### config.mk
export PLATFORM = sky130hd
export DESIGN_NAME = sine_voice_with_release_core
export DESIGN_NICKNAME = d
export VERILOG_FILES = /design/src/design/svr_pkg.sv /design/src/design/svr_sine_rom.sv /design/src/design/svr_apb_regs.sv /design/src/design/svr_useq.sv /design/src/design/svr_datapath.sv /design/src/design/sine_voice_with_release_core.sv
export SDC_FILE = /design/constraint.sdc
export NUM_CORES = 2
export LEC_CHECK = 0
export ABC_AREA = 1
export BUFFER_PORTS_ARGS = -buffer_cell sky130_fd_sc_hd__buf_2
export CAP_MARGIN = 5
export CORE_MARGIN = 1.5
export CORE_UTILIZATION = 59
export DETAILED_ROUTE_END_ITERATION = 16
export GPL_TIMING_DRIVEN = 0
export HOLD_SLACK_MARGIN = 0.03
export PLACE_DENSITY = 0.77
export SKIP_LAST_GASP = 1
export SLEW_MARGIN = 10
export SYNTH_ARGS = -nofsm -noshare
export SYNTH_HDL_FRONTEND = slang
export SYNTH_SLANG_ARGS = --single-unit
### constraint.sdc
create_clock -name clk_i -period 12.3 [get_ports clk_i]
set_clock_uncertainty 0.05 [all_clocks]
set_input_delay 2.46 -clock clk_i [delete_from_list [all_inputs] [get_ports clk_i]]
set_output_delay 2.46 -clock clk_i [all_outputs]
set_load 0.05 [all_outputs]
### src/design/svr_pkg.sv
package svr_pkg;

  localparam int unsigned GAIN_W    = 17;
  localparam int unsigned LEVEL_W   = 16;
  localparam int unsigned STEP_W    = 32;
  localparam int unsigned MUL_A_W   = 32;
  localparam int unsigned MUL_B_W   = 24;
  localparam int unsigned PROD_W    = MUL_A_W + MUL_B_W;
  localparam int unsigned FRAC_BITS = 16;
  localparam int unsigned PADDR_W   = 4;
  localparam int unsigned PDATA_W   = 32;

  // Unity release gain in Q1.16
  localparam logic [GAIN_W-1:0] GAIN_ONE = 17'h10000;

  // Exact floor(p / 127) for p < 2^23 as (p * RECIP_127) >> RECIP_SHIFT
  localparam logic [MUL_B_W-1:0] RECIP_127   = 24'd8454661;
  localparam int unsigned        RECIP_SHIFT = 30;

  // Step product is shifted right by this minus the octave
  localparam logic [4:0] STEP_SHIFT_BASE = 5'd22;

  localparam logic [63:0] Q30_ONE     = 64'd1 << 30;
  localparam logic [63:0] HALF_PI_Q30 = 64'd1686629713;

  localparam logic [31:0] A4_INC_RST  = 32'd39370534;
  localparam logic [15:0] SCALE_RST   = 16'd9830;
  localparam logic [15:0] FACTOR_RST  = 16'd64881;
  localparam logic [16:0] FLOOR_RST   = 17'd328;

  typedef enum logic [1:0] {
    OP_TICK        = 2'd0,
    OP_NOTE_ON     = 2'd1,
    OP_OFF_RELEASE = 2'd2,
    OP_OFF_NOW     = 2'd3
  } op_e;

  typedef enum logic [1:0] {
    REG_A4_INC = 2'd0,
    REG_SCALE  = 2'd1,
    REG_FACTOR = 2'd2,
    REG_FLOOR  = 2'd3
  } reg_idx_e;

  typedef enum logic [1:0] {
    SEQ_NEXT     = 2'd0,
    SEQ_END      = 2'd1,
    SEQ_DISPATCH = 2'd2
  } seq_e;

  typedef enum logic [2:0] {
    MUL_NONE        = 3'd0,
    MUL_ROM_LEVEL   = 3'd1,
    MUL_PROD_GAIN   = 3'd2,
    MUL_GAIN_FACTOR = 3'd3,
    MUL_A4_RATIO    = 3'd4,
    MUL_VEL_SCALE   = 3'd5,
    MUL_PROD_RECIP  = 3'd6
  } mul_sel_e;

  typedef struct packed {
    seq_e     seq;
    mul_sel_e mul;
    logic     ld_step;
    logic     ld_note;
    logic     ld_smp;
    logic     adv_phase;
    logic     rel_start;
    logic     kill;
    logic     emit_tick;
    logic     emit_zero;
  } uword_t;

  typedef struct packed {
    logic busy;
    logic out_block;
  } dp_status_t;

  typedef struct packed {
    logic [31:0] a4_inc;
    logic [15:0] level_scale;
    logic [15:0] release_factor;
    logic [16:0] release_floor;
  } cfg_t;

  typedef logic [3:0] upc_t;

  localparam upc_t UA_IDLE = 4'd0;
  localparam upc_t UA_N1   = 4'd1;
  localparam upc_t UA_N2   = 4'd2;
  localparam upc_t UA_N3   = 4'd3;
  localparam upc_t UA_N4   = 4'd4;
  localparam upc_t UA_T1   = 4'd5;
  localparam upc_t UA_T2   = 4'd6;
  localparam upc_t UA_T3   = 4'd7;
  localparam upc_t UA_T4   = 4'd8;
  localparam upc_t UA_Z1   = 4'd9;
  localparam upc_t UA_R1   = 4'd10;
  localparam upc_t UA_K1   = 4'd11;
  localparam upc_t UA_LAST = UA_K1;

  localparam uword_t UW_NOP = '{seq: SEQ_END, mul: MUL_NONE, default: 1'b0};

  function automatic uword_t ucode(upc_t a);
    uword_t w;
    w = UW_NOP;
    case (a)
      UA_IDLE: w.seq = SEQ_DISPATCH;
      UA_N1: begin
        w.seq = SEQ_NEXT;
        w.mul = MUL_A4_RATIO;
      end
      UA_N2: begin
        w.seq     = SEQ_NEXT;
        w.mul     = MUL_VEL_SCALE;
        w.ld_step = 1'b1;
      end
      UA_N3: begin
        w.seq = SEQ_NEXT;
        w.mul = MUL_PROD_RECIP;
      end
      UA_N4: w.ld_note = 1'b1;
      UA_T1: begin
        w.seq = SEQ_NEXT;
        w.mul = MUL_ROM_LEVEL;
      end
      UA_T2: begin
        w.seq = SEQ_NEXT;
        w.mul = MUL_PROD_GAIN;
      end
      UA_T3: begin
        w.seq       = SEQ_NEXT;
        w.mul       = MUL_GAIN_FACTOR;
        w.ld_smp    = 1'b1;
        w.adv_phase = 1'b1;
      end
      UA_T4: w.emit_tick = 1'b1;
      UA_Z1: w.emit_zero = 1'b1;
      UA_R1: w.rel_start = 1'b1;
      UA_K1: w.kill      = 1'b1;
      default: w = UW_NOP;
    endcase
    return w;
  endfunction

  // 2^(k/12) in Q1.16, rounded
  function automatic logic [GAIN_W-1:0] semitone_ratio(logic [3:0] semi);
    logic [GAIN_W-1:0] r;
    case (semi)
      4'd0:    r = 17'd65536;
      4'd1:    r = 17'd69433;
      4'd2:    r = 17'd73562;
      4'd3:    r = 17'd77936;
      4'd4:    r = 17'd82570;
      4'd5:    r = 17'd87480;
      4'd6:    r = 17'd92682;
      4'd7:    r = 17'd98193;
      4'd8:    r = 17'd104032;
      4'd9:    r = 17'd110218;
      4'd10:   r = 17'd116772;
      4'd11:   r = 17'd123715;
      default: r = 17'd65536;
    endcase
    return r;
  endfunction

  // Octave of note + 3: divide by 12 as (s * 171) >> 11, exact for s < 256
  function automatic logic [3:0] note_octave(logic [6:0] note);
    logic [7:0]  s;
    logic [15:0] p;
    s = {1'b0, note} + 8'd3;
    p = {8'b0, s} * 16'd171;
    return p[14:11];
  endfunction

  function automatic logic [3:0] note_semitone(logic [6:0] note);
    logic [7:0] s;
    logic [7:0] o12;
    s   = {1'b0, note} + 8'd3;
    o12 = {4'b0, note_octave(note)} * 8'd12;
    return 4'(s - o12);
  endfunction

endpackage

### src/design/svr_sine_rom.sv
module svr_sine_rom import svr_pkg::*; #(
  parameter int unsigned SINE_TABLE_DEPTH = 1024,
  parameter int unsigned SAMPLE_BITS      = 16
) (
  input  logic                                 clk_i,
  input  logic [$clog2(SINE_TABLE_DEPTH)-1:0]  idx_i,
  output logic [SAMPLE_BITS-2:0]               mag_o,
  output logic                                 neg_o
);

  localparam int unsigned AW        = $clog2(SINE_TABLE_DEPTH);
  localparam int unsigned QW        = AW - 2;
  localparam int unsigned KW        = QW + 1;
  localparam int unsigned MW        = SAMPLE_BITS - 1;
  localparam int unsigned QUARTER   = SINE_TABLE_DEPTH / 4;
  localparam int unsigned QROM_BITS = (QUARTER + 1) * MW;
  localparam int unsigned ROM_SHIFT = 31 - SAMPLE_BITS;
  localparam logic [63:0] DEPTH64   = 64'(SINE_TABLE_DEPTH);
  localparam logic [63:0] RND       = 64'd1 << (ROM_SHIFT - 1);
  localparam logic [63:0] MAG_MAX   = (64'd1 << MW) - 64'd1;

  // Quarter-wave magnitudes, Taylor series in Q30 truncated at each step
  function automatic logic [QROM_BITS-1:0] build_qrom();
    logic [QROM_BITS-1:0] v;
    logic [63:0]          x;
    logic [63:0]          x2;
    logic [63:0]          t;
    logic [63:0]          s;
    logic [63:0]          m;
    v = '0;
    for (int k = 0; k <= int'(QUARTER); k++) begin
      x  = (64'(k) * 64'd4 * HALF_PI_Q30) / DEPTH64;
      x2 = (x * x) >> 30;
      t  = Q30_ONE - x2 / 64'd110;
      t  = Q30_ONE - ((x2 * t) >> 30) / 64'd72;
      t  = Q30_ONE - ((x2 * t) >> 30) / 64'd42;
      t  = Q30_ONE - ((x2 * t) >> 30) / 64'd20;
      t  = Q30_ONE - ((x2 * t) >> 30) / 64'd6;
      s  = (x * t) >> 30;
      m  = (s + RND) >> ROM_SHIFT;
      if (m > MAG_MAX) begin
        m = MAG_MAX;
      end
      v[k*MW +: MW] = m[MW-1:0];
    end
    return v;
  endfunction

  localparam logic [QROM_BITS-1:0] QROM = build_qrom();

  logic [1:0]    quad;
  logic [QW-1:0] j;
  logic [KW-1:0] k;

  assign quad = idx_i[AW-1 -: 2];
  assign j    = idx_i[QW-1:0];
  // Mirror the index on the falling quarters
  assign k    = quad[0] ? (KW'(QUARTER) - {1'b0, j}) : {1'b0, j};

  always_ff @(posedge clk_i) begin
    mag_o <= QROM[MW*k +: MW];
    neg_o <= quad[1];
  end

endmodule

### src/design/svr_apb_regs.sv
module svr_apb_regs import svr_pkg::*; (
  input  logic               clk_i,
  input  logic               rst_ni,
  input  logic               psel,
  input  logic               penable,
  input  logic               pwrite,
  input  logic [PADDR_W-1:0] paddr,
  input  logic [PDATA_W-1:0] pwdata,
  output logic [PDATA_W-1:0] prdata,
  output logic               pready,
  output cfg_t               cfg_o
);

  cfg_t     cfg_q;
  cfg_t     cfg_d;
  reg_idx_e idx;
  logic     wr_en;

  assign pready = 1'b1;
  assign idx    = reg_idx_e'(paddr[3:2]);
  assign wr_en  = psel & penable & pwrite & pready;
  assign cfg_o  = cfg_q;

  always_comb begin
    cfg_d = cfg_q;
    if (wr_en) begin
      case (idx)
        REG_A4_INC: cfg_d.a4_inc         = pwdata;
        REG_SCALE:  cfg_d.level_scale    = pwdata[15:0];
        REG_FACTOR: cfg_d.release_factor = pwdata[15:0];
        REG_FLOOR:  cfg_d.release_floor  = pwdata[16:0];
        default:    cfg_d = cfg_q;
      endcase
    end
  end

  always_comb begin
    case (idx)
      REG_A4_INC: prdata = cfg_q.a4_inc;
      REG_SCALE:  prdata = {16'b0, cfg_q.level_scale};
      REG_FACTOR: prdata = {16'b0, cfg_q.release_factor};
      REG_FLOOR:  prdata = {15'b0, cfg_q.release_floor};
      default:    prdata = '0;
    endcase
  end

  always_ff @(posedge clk_i or negedge rst_ni) begin
    if (!rst_ni) begin
      cfg_q.a4_inc         <= A4_INC_RST;
      cfg_q.level_scale    <= SCALE_RST;
      cfg_q.release_factor <= FACTOR_RST;
      cfg_q.release_floor  <= FLOOR_RST;
    end else begin
      cfg_q <= cfg_d;
    end
  end

endmodule

### src/design/svr_useq.sv
module svr_useq import svr_pkg::*; (
  input  logic       clk_i,
  input  logic       rst_ni,
  input  logic       in_valid_i,
  input  logic [1:0] opcode_i,
  input  dp_status_t status_i,
  output logic       in_ready_o,
  output logic       accept_o,
  output uword_t     uw_o,
  output logic       go_o
);

  upc_t   upc_q;
  upc_t   upc_d;
  uword_t uw;
  logic   emit;

  assign uw         = ucode(upc_q);
  assign uw_o       = uw;
  assign in_ready_o = (uw.seq == SEQ_DISPATCH);
  assign accept_o   = in_ready_o & in_valid_i;
  assign emit       = uw.emit_tick | uw.emit_zero;
  // hold an emitting step while the previous result is still unread
  assign go_o       = ~(emit & status_i.out_block);

  always_comb begin
    upc_d = upc_q;
    if (go_o) begin
      case (uw.seq)
        SEQ_NEXT: upc_d = upc_q + upc_t'(1);
        SEQ_END:  upc_d = UA_IDLE;
        SEQ_DISPATCH: begin
          if (accept_o) begin
            case (op_e'(opcode_i))
              OP_TICK:        upc_d = status_i.busy ? UA_T1 : UA_Z1;
              OP_NOTE_ON:     upc_d = UA_N1;
              OP_OFF_RELEASE: upc_d = UA_R1;
              OP_OFF_NOW:     upc_d = UA_K1;
              default:        upc_d = UA_IDLE;
            endcase
          end
        end
        default: upc_d = UA_IDLE;
      endcase
    end
  end

  always_ff @(posedge clk_i or negedge rst_ni) begin
    if (!rst_ni) begin
      upc_q <= UA_IDLE;
    end else begin
      upc_q <= upc_d;
    end
  end

  a_upc_range: assert property (@(posedge clk_i) disable iff (!rst_ni) upc_q <= UA_LAST)
    else $error("step counter outside program");

endmodule

### src/design/svr_datapath.sv
module svr_datapath import svr_pkg::*; #(
  parameter int unsigned SINE_TABLE_DEPTH = 1024,
  parameter int unsigned PHASE_BITS       = 32,
  parameter int unsigned SAMPLE_BITS      = 16
) (
  input  logic                          clk_i,
  input  logic                          rst_ni,
  input  cfg_t                          cfg_i,
  input  uword_t                        uw_i,
  input  logic                          go_i,
  input  logic                          accept_i,
  input  logic [6:0]                    note_number_i,
  input  logic [6:0]                    velocity_i,
  input  logic                          out_ready_i,
  output dp_status_t                    status_o,
  output logic                          out_valid_o,
  output logic signed [SAMPLE_BITS-1:0] sample_o,
  output logic                          voice_busy_o
);

  localparam int unsigned AW = $clog2(SINE_TABLE_DEPTH);
  localparam int unsigned MW = SAMPLE_BITS - 1;

  logic [PHASE_BITS-1:0]  phase_q, phase_d;
  logic [STEP_W-1:0]      step_q, step_d;
  logic [LEVEL_W-1:0]     level_q, level_d;
  logic [GAIN_W-1:0]      gain_q, gain_d;
  logic                   busy_q, busy_d;
  logic                   out_valid_q, out_valid_d;

  logic [6:0]             note_q;
  logic [6:0]             vel_q;
  logic [PROD_W-1:0]      prod_q;
  logic [SAMPLE_BITS-1:0] smp_q;
  logic [SAMPLE_BITS-1:0] out_sample_q;
  logic                   out_busy_q;

  logic [MW-1:0]          rom_mag;
  logic                   rom_neg;
  logic [MUL_A_W-1:0]     mul_a;
  logic [MUL_B_W-1:0]     mul_b;
  logic [PROD_W-1:0]      prod_mul;
  logic [4:0]             step_sh;
  logic [PROD_W-1:0]      step_shifted;
  logic [STEP_W-1:0]      step_sat;
  logic [GAIN_W-1:0]      gain_new;
  logic                   releasing;
  logic                   gain_stop;
  logic [SAMPLE_BITS-1:0] smp_mag;

  svr_sine_rom #(
    .SINE_TABLE_DEPTH(SINE_TABLE_DEPTH),
    .SAMPLE_BITS     (SAMPLE_BITS)
  ) u_rom (
    .clk_i(clk_i),
    .idx_i(phase_q[PHASE_BITS-1 -: AW]),
    .mag_o(rom_mag),
    .neg_o(rom_neg)
  );

  // Shared multiplier operand select
  always_comb begin
    case (uw_i.mul)
      MUL_ROM_LEVEL: begin
        mul_a = MUL_A_W'(rom_mag);
        mul_b = MUL_B_W'(level_q);
      end
      MUL_PROD_GAIN: begin
        mul_a = MUL_A_W'(prod_q[PROD_W-1:FRAC_BITS]);
        mul_b = MUL_B_W'(releasing ? gain_q : GAIN_ONE);
      end
      MUL_GAIN_FACTOR: begin
        mul_a = MUL_A_W'(gain_q);
        mul_b = MUL_B_W'(cfg_i.release_factor);
      end
      MUL_A4_RATIO: begin
        mul_a = cfg_i.a4_inc;
        mul_b = MUL_B_W'(semitone_ratio(note_semitone(note_q)));
      end
      MUL_VEL_SCALE: begin
        mul_a = MUL_A_W'(vel_q);
        mul_b = MUL_B_W'(cfg_i.level_scale);
      end
      MUL_PROD_RECIP: begin
        mul_a = MUL_A_W'(prod_q[22:0]);
        mul_b = RECIP_127;
      end
      default: begin
        mul_a = '0;
        mul_b = '0;
      end
    endcase
  end

  assign prod_mul = PROD_W'(mul_a) * PROD_W'(mul_b);

  // Octave shift of the step product, then saturate to 32 bits
  assign step_sh      = STEP_SHIFT_BASE - {1'b0, note_octave(note_q)};
  assign step_shifted = prod_q >> step_sh;
  assign step_sat     = (|step_shifted[PROD_W-1:STEP_W]) ? '1 : step_shifted[STEP_W-1:0];

  assign releasing = (gain_q != '0);
  assign gain_new  = prod_q[FRAC_BITS +: GAIN_W];
  assign gain_stop = (gain_new <= cfg_i.release_floor);
  assign smp_mag   = {1'b0, prod_q[FRAC_BITS +: MW]};

  always_comb begin
    phase_d     = phase_q;
    step_d      = step_q;
    level_d     = level_q;
    gain_d      = gain_q;
    busy_d      = busy_q;
    out_valid_d = out_valid_q & ~out_ready_i;
    if (go_i) begin
      if (uw_i.ld_step) begin
        step_d = step_sat;
      end
      if (uw_i.ld_note) begin
        phase_d = '0;
        level_d = prod_q[RECIP_SHIFT +: LEVEL_W];
        gain_d  = '0;
        busy_d  = 1'b1;
      end
      if (uw_i.adv_phase) begin
        phase_d = phase_q + PHASE_BITS'(step_q);
      end
      if (uw_i.rel_start && busy_q && !releasing) begin
        gain_d = GAIN_ONE;
      end
      if (uw_i.kill) begin
        busy_d = 1'b0;
        step_d = '0;
        gain_d = '0;
      end
      if (uw_i.emit_tick) begin
        out_valid_d = 1'b1;
        if (releasing) begin
          // decay, and stop the voice once at or below the floor
          if (gain_stop) begin
            busy_d = 1'b0;
            step_d = '0;
            gain_d = '0;
          end else begin
            gain_d = gain_new;
          end
        end
      end
      if (uw_i.emit_zero) begin
        out_valid_d = 1'b1;
      end
    end
  end

  always_ff @(posedge clk_i or negedge rst_ni) begin
    if (!rst_ni) begin
      phase_q     <= '0;
      step_q      <= '0;
      level_q     <= '0;
      gain_q      <= '0;
      busy_q      <= 1'b0;
      out_valid_q <= 1'b0;
    end else begin
      phase_q     <= phase_d;
      step_q      <= step_d;
      level_q     <= level_d;
      gain_q      <= gain_d;
      busy_q      <= busy_d;
      out_valid_q <= out_valid_d;
    end
  end

  always_ff @(posedge clk_i) begin
    if (accept_i) begin
      note_q <= note_number_i;
      vel_q  <= velocity_i;
    end
    if (go_i && (uw_i.mul != MUL_NONE)) begin
      prod_q <= prod_mul;
    end
    if (go_i && uw_i.ld_smp) begin
      smp_q <= rom_neg ? (~smp_mag + 1'b1) : smp_mag;
    end
    if (go_i && uw_i.emit_tick) begin
      out_sample_q <= smp_q;
      out_busy_q   <= ~(releasing & gain_stop);
    end
    if (go_i && uw_i.emit_zero) begin
      out_sample_q <= '0;
      out_busy_q   <= 1'b0;
    end
  end

  assign status_o.busy      = busy_q;
  assign status_o.out_block = out_valid_q & ~out_ready_i;
  assign out_valid_o        = out_valid_q;
  assign sample_o           = $signed(out_sample_q);
  assign voice_busy_o       = out_busy_q;

  a_gain_max: assert property (@(posedge clk_i) disable iff (!rst_ni) gain_q <= GAIN_ONE)
    else $error("release gain above unity");

  a_gain_busy: assert property (@(posedge clk_i) disable iff (!rst_ni)
    (gain_q != '0) |-> busy_q)
    else $error("release gain held by an idle voice");

  // a note on loads the step before it marks the voice busy, so check at dispatch only
  a_idle_step: assert property (@(posedge clk_i) disable iff (!rst_ni)
    (!busy_q && (uw_i.seq == SEQ_DISPATCH)) |-> (step_q == '0))
    else $error("idle voice keeps a phase step");

endmodule

### src/design/sine_voice_with_release_core.sv
// Sounding tick: runs steps T1 to T4 and emits its sample at T4; a new item is taken only back at dispatch.
// Idle tick emits a zero sample at Z1; release (R1), note off (K1) and note on (N1 to N4) emit nothing.
// Rate is set by the micro-program: one dispatch step plus up to four steps that
// share a single 32x24 multiplier, with a registered read of the sine table; an unread result holds the emit step.
// Reset (rst_ni low, asynchronous) idles the voice, clears phase, step, level and
// gain, drops the output valid and loads the register defaults.
module sine_voice_with_release_core import svr_pkg::*; #(
  parameter int unsigned SINE_TABLE_DEPTH = 1024,
  parameter int unsigned PHASE_BITS       = 32,
  parameter int unsigned SAMPLE_BITS      = 16
) (
  input  logic                          clk_i,
  input  logic                          rst_ni,
  input  logic                          in_valid_i,
  output logic                          in_ready_o,
  input  logic [1:0]                    opcode_i,
  input  logic [6:0]                    note_number_i,
  input  logic [6:0]                    velocity_i,
  output logic                          out_valid_o,
  input  logic                          out_ready_i,
  output logic signed [SAMPLE_BITS-1:0] sample_o,
  output logic                          voice_busy_o,
  input  logic                          psel,
  input  logic                          penable,
  input  logic                          pwrite,
  input  logic [PADDR_W-1:0]            paddr,
  input  logic [PDATA_W-1:0]            pwdata,
  output logic [PDATA_W-1:0]            prdata,
  output logic                          pready
);

  cfg_t       cfg;
  dp_status_t status;
  uword_t     uw;
  logic       go;
  logic       accept;

  svr_apb_regs u_regs (
    .clk_i  (clk_i),
    .rst_ni (rst_ni),
    .psel   (psel),
    .penable(penable),
    .pwrite (pwrite),
    .paddr  (paddr),
    .pwdata (pwdata),
    .prdata (prdata),
    .pready (pready),
    .cfg_o  (cfg)
  );

  svr_useq u_seq (
    .clk_i     (clk_i),
    .rst_ni    (rst_ni),
    .in_valid_i(in_valid_i),
    .opcode_i  (opcode_i),
    .status_i  (status),
    .in_ready_o(in_ready_o),
    .accept_o  (accept),
    .uw_o      (uw),
    .go_o      (go)
  );

  svr_datapath #(
    .SINE_TABLE_DEPTH(SINE_TABLE_DEPTH),
    .PHASE_BITS      (PHASE_BITS),
    .SAMPLE_BITS     (SAMPLE_BITS)
  ) u_dp (
    .clk_i        (clk_i),
    .rst_ni       (rst_ni),
    .cfg_i        (cfg),
    .uw_i         (uw),
    .go_i         (go),
    .accept_i     (accept),
    .note_number_i(note_number_i),
    .velocity_i   (velocity_i),
    .out_ready_i  (out_ready_i),
    .status_o     (status),
    .out_valid_o  (out_valid_o),
    .sample_o     (sample_o),
    .voice_busy_o (voice_busy_o)
  );

endmodule

# == Yosys cells after proc, flatten, opt, wreduce, memory -nomap -nowiden ==
# Memories as Yosys holds them, arrays and structs flattened.
# Index checks and enable logic that the tools add are counted.
# op_classes
addsub,7
multipliers,4
order_cmp,1
eq_ne,25
shift,2
mux,41
n_bitwise,11
n_reduce_logical,23
# ops
cell,count
$shiftx 3855x14->15 const A,1
$mux 32,8
$pmux 32 s6,1
$pmux 24 s6,1
$pmux 32 s4,1
$mux 17,7
$mul 32x24->56,1
$shr 56x5->56,1
$add 32x32->32,1
$reduce_or 24->1,1
$pmux 3 s6,1
$le 17x17->1,1
$reduce_bool 17->1,1
$add 16x1->16 const B,1
$eq 4x3->1 const B,4
$eq 4x4->1 const B,4
$not 15->16,1
$pmux 4 s4,1
$mul 8x8->15 const B,1
$mux 15,1
$mux 1,14
$reduce_and 2->1,7
$mul 4x9->13 const A,1
$eq 2x2->1 const B,5
other kinds (28),48
# totals
reg_bits,303
romBits,256
in_bits,59
wordCells,135
mem_count,1
# memory_table
memory,words,word_bits,rd,rd_clocked_by_memory_dff,write_ports,line,text
(name not given),16,16,1,0,0,svr_pkg.sv:149,case (semi)

# == Logic depth before layout (Yosys ltp) ==
# depth
ltp_word,11
depth_mapped,66
ltp_nobuf,62

# == Cells and area by module ==
# Synthesis repeated with hierarchy kept, for this count alone.
# unflattened
hier_cells,6249
area_unflattened_um2,44948.1
# by_module_without_submodules
module,n_inst,cells_per_inst,area_per_inst_um2,seq_area_each_um2
svr_datapath,1,4707,35793.1,5400.2
svr_sine_rom,1,984,4808.4,320.3
svr_apb_regs,1,485,3854.9,2070.7
svr_useq,1,73,491.7,100.1

# == Worst setup path before layout ==
# Ideal clock, no wire load.
# synth_path
path_type,register -> register
startpoint,register u_dp.note_q[0]
endpoint,register u_dp.prod_q[48] (data pin)
setup_time_ps,265
arrival_ps,11540
t_required_ps,11985
setup_slack_ps,445
stages_incl_launch_ff,54
path_buffers,5
cell_sequence,edfxtp_1 -> inv_1 -> ha_1 -> xnor2_1 -> ha_1 -> fa_1 -> fa_1 -> inv_1 -> fa_1 -> inv_1 -> ha_1 -> a21oi_1 -> nor2_1 -> nor2_2 -> nand2_2 -> nand2_2 -> nand2_4 -> buf_6 -> [... 18 more ...] -> inv_1 -> fa_1 -> inv_1 -> fa_1 -> fa_1 -> inv_1 -> fa_1 -> inv_1 -> ha_1 -> nand2_1 -> nor2_1 -> nand4_1 -> o221ai_1 -> a21oi_1 -> o21ai_0 -> a21oi_1 -> o21ai_0 -> xor2_1
# synth_via
elab_chain_cells,7
# synth_rtl
element,line,text
start: declaration,svr_datapath.sv:31,logic [6:0] note_q;
start signal: assignment,svr_datapath.sv:174,note_q <= note_number_i;
$add 7x2->8 (*),svr_pkg.sv:179,"s = {1'b0, note} + 8'd3;"
$mul 8x8->15,svr_pkg.sv:172,"p = {8'b0, s} * 16'd171;"
$mul 4x2->2,svr_pkg.sv:180,"o12 = {4'b0, note_octave(note)} * 8'd12;"
$sub 4x4->4 (*),svr_pkg.sv:181,return 4'(s - o12);
$mem_v2 16x16 (*),n/a,
$pmux 24 s6 (*),svr_datapath.sv:63,case (uw_i.mul)
$mul 32x24->56 (*),svr_datapath.sv:95,assign prod_mul = PROD_W'(mul_a) * PROD_W'(mul_b);
via u_dp.prod_mul[48],svr_datapath.sv:42,logic [PROD_W-1:0] prod_mul;
end signal: assignment,svr_datapath.sv:178,prod_q <= prod_mul;
end: declaration,svr_datapath.sv:33,logic [PROD_W-1:0] prod_q;
# The timed path passes the listed nets; every way through them passes the cells marked *.
# A chain may end at the register's enable or synchronous reset.

# == Worst setup path after layout ==
# Same ends and word-level chain as after synthesis.

==> summary.txt <==
CTS
  • TritonCTS Buffers: 34
  • CTS max path bufs: 3
  • CTS root buf: clkbuf_16
  • Clk slew on worst S/H paths: 0.06 ns
  • Htree depth: 2
  • Skew-Pair Late Insertion Delay: 0.58 ns
  • CTS tree: built
  • CTS sink cnt: 303

Critical path
  • Crit path DAT: 12.61 ns
  • Critical path class: register to register
  • Critical-path top delay cell: fa_2
  • CP Capture Type: register
  • Buf/Inv on CP: 17
  • Crit Path Max Fanout: 10
  • Max stage delay on crit path: 0.59 ns
  • Critical Path RT: 12.58 ns
  • Startpoint types: register
  • Top delay family on crit path: adder cells
  • Crit-path most repeated cell: fa_1
  • R2R Setup Slk: -0.03 ns

Global routing
  • Vias in the first global route: 44820
  • First-pass GRT wire length: 266.9 mm
  • Largest net degree at the start of global routing: 115
  • Grt total ovfl: 0
  • Global Route Usage Sum: 47.54%
  • Initial antenna violation count: 6

Finish
  • Area Growth Syn to Fin: 11.78%
  • Design Area, Final: 48990 um2
  • Post-layout nets: 7086
  • Layout cells sized above 1: 11.19%
  • Most frequent cells in the layout: 1316 x nand2_1, 1102 x inv_1, 617 x nor2_1, 475 x fa_1
  • Fillers: 5809
  • Most common cell after layout, fill and taps aside: nand2_1

Floorplan
  • Core area: 73210 um2
  • Initial Util: 59.87%
  • I/O Pins: 111
  • DIE WIDTH: 275.6 um
  • Cell Rows: 99
  • Die area: 75930 um2
  • Die Y-Extent: 275.6 um

Synth
  • Area leader, netlist: fa_1
  • Number of synthesized flops with an enable pin: 86
  • Asr flop ratio synth: 60.73%
  • Synth area leaders: fa_1 22%, nand2_1 11%, ha_1 10%
  • Register area share after synthesis: 18.01%
  • Cells after Synth: 5951
  • Distinct cells, synth: 72
  • Synth Register Bits: 303
  • Synth Flop Type: dfrtp_1
  • Avg Cell Area, Syn: 7.365 um2
  • Ys Warns: 0
  • Synth top area share: 22.15%
  • Cell Area, Synth: 43830 um2

Drt
  • Uppermost layer routed: met5
  • Starting DRT DRC Count: 5887
  • Via-to-Cell Ratio: 6.288
  • Antenna viol nets, final: 0
  • M1 WL: 64.31 mm
  • WL met3: 23.49 mm
  • Routed Wire Length: 184.4 mm
  • Met2 WL: 79.21 mm
  • Via count: 45130
  • Routed len/inst: 25.70 um
  • DRT Pass-1 Iters: 7
  • Drt drc: 0

Flow run
  • Max-cap check violation count: 0

Place
  • Post-DP HPWL: 144.4 mm
  • Routability congestion estimate: 1.105
  • IO Port Bufs: 107
  • Placed cell areas: 45910 um2

STA
  • Post-layout min period: 12.33 ns
  • Setup TNS Final: -0.03209 ns
  • RSZ-0062 raised after global routing: true
  • FMAX: 0.08109 GHz
  • Slew headroom: 13.99%
  • Worst-margin pin slew: 1.281 ns
  • Setup WS post-layout: -0.03184 ns
  • Slew Limit Fails: 0
  • Endpoints failing setup: 2
  • Hold Fails Final Rpt: 0
  • Final period utilization: 100.3%

Outcome
  • Status: finished with violations
  • Failing checks: negative setup slack

Min path
  • Worst Hold Class: register to register
==> through the flow <==
step	worst slack [ns]	hold slack [ns]	util (%)	std cells
3_3_place_gp	-3.173	0.3974	62.28	7025
3_5_place_dp	-2.611	0.4010	62.72	7038
4_1_cts	-0.07629	0.4098	65.42	7127
6_report	-0.03184	0.4095	66.92	7176
2_1_floorplan	0.4452	0.3355	-	5959
5_1_grt	-0.2813	0.4395	66.91	7173
==> sequential cells by signal, indices dropped and copies added, names as in the netlist, 15 cells and up <==
name,flops
u_regs.cfg_o,81
u_dp.u_rom.mag_o,15
u_dp.sample_o,16
u_dp.level_q,16
u_dp.prod_q,56
u_dp.smp_q,16
u_dp.phase_q,32
u_dp.gain_q,17
u_dp.step_q,32
==> final cells by class <==
class / count / area [um2] / area share, %
Clock inverter: 24 / 312.8 / 0.6385
Inverter: 1167 / 4408 / 8.997
Antenna cell: 4 / 10.01 / 0.02043
Sequential cell: 303 / 7891 / 16.11
Tap cell: 959 / 1200 / 2.449
Timing Repair Buffer: 194 / 1419 / 2.896
Buffer: 230 / 1289 / 2.631
Clock buffer: 38 / 887.1 / 1.811
Multi-Input combinational cell: 4257 / 31580 / 64.45
==> logic make-up (layout without fill, tap and decap cells) <==
family	after synthesis	count (layout)	share of synthesized area (%)
adder cells (fa/ha/maj)	840	840	32.29
AND/OR/NAND/NOR	2470	2470	23.98
other	2	14	0.01714
XOR/XNOR	83	83	1.659
multiplexers	3	3	0.06852
buffers and inverters	1399	1653	12.52
flip-flops	303	303	18.01
AO/OA/AOI/OAI	851	851	11.46
==> worst reg2reg max path: cells and delay by family (launching register included) <==
| kind | cells | cell delay, ns |
|---|---|---|
| AOI/OAI and AO/OA | 9 | 1.62 |
| adders and majority gates | 14 | 5.67 |
| DFF | 1 | 0.41 |
| xor gates and xnor gates | 3 | 0.71 |
| buffers and inverters | 17 | 1.90 |
| and+or+nand+nor | 14 | 1.71 |
==> repair_timing <==
item,4_1_cts,5_1_grt
setup buffers,29,43
setup endpoints to repair,41,35
cloned,0,2
hold buffers,0,0
gates resized for setup,134,184
pin swaps,22,82
==> synthesized netlist by cell type (8+ instances only) <==
cell / number
o211ai_1: 67
inv_1: 1127
clkinv_1: 13
edfxtp_1: 86
buf_4: 8
dfrtp_1: 149
o31ai_1: 13
a221oi_1: 13
a31oi_1: 27
o21ai_0: 337
a21oi_1: 235
buf_1: 21
nor3_1: 28
nor4_2: 10
a32o_1: 8
nand4_1: 19
o22ai_1: 19
a22oi_1: 17
a21boi_0: 8
fa_1: 485
o21ai_1: 12
xor2_1: 56
buf_2: 67
nor2_1: 632
nand2_1: 1337
inv_2: 26
o311ai_0: 13
nor4_1: 12
nand3_2: 39
nand3_1: 322
dfxtp_1: 33
nand2_4: 8
o2111ai_1: 29
ha_1: 355
o221ai_1: 13
a211oi_1: 9
nor3_2: 11
dfstp_2: 35
clkbuf_1: 123
nand2_2: 13
xnor2_1: 27
==> layer usage <==
layer | up-vias | track usage (%)
met4 | 4 | 34.45
met2 | 3431 | 73.65
met3 | 1041 | 14.28
li1 | 19200 | -
met5 | - | 0
met1 | 21450 | 56.23
==> final timing paths <==
check,startpoint,cells past startpoint,end
worst max-delay path,u_dp.note_q[0],57,u_dp.prod_q[48]
worst min-delay path,u_dp.sample_o[2],2,u_dp.sample_o[2]
worst max register to register,u_dp.note_q[0],57,u_dp.prod_q[48]
worst min register to register,u_dp.sample_o[2],2,u_dp.sample_o[2]
max in group asynchronous,rst_ni,2,u_regs.cfg_o[76]
min in group asynchronous,rst_ni,1,u_seq.upc_q[1]
Power is not shown: default switching activity piles up to over one toggle a cycle in this logic, so the estimate is an artifact.
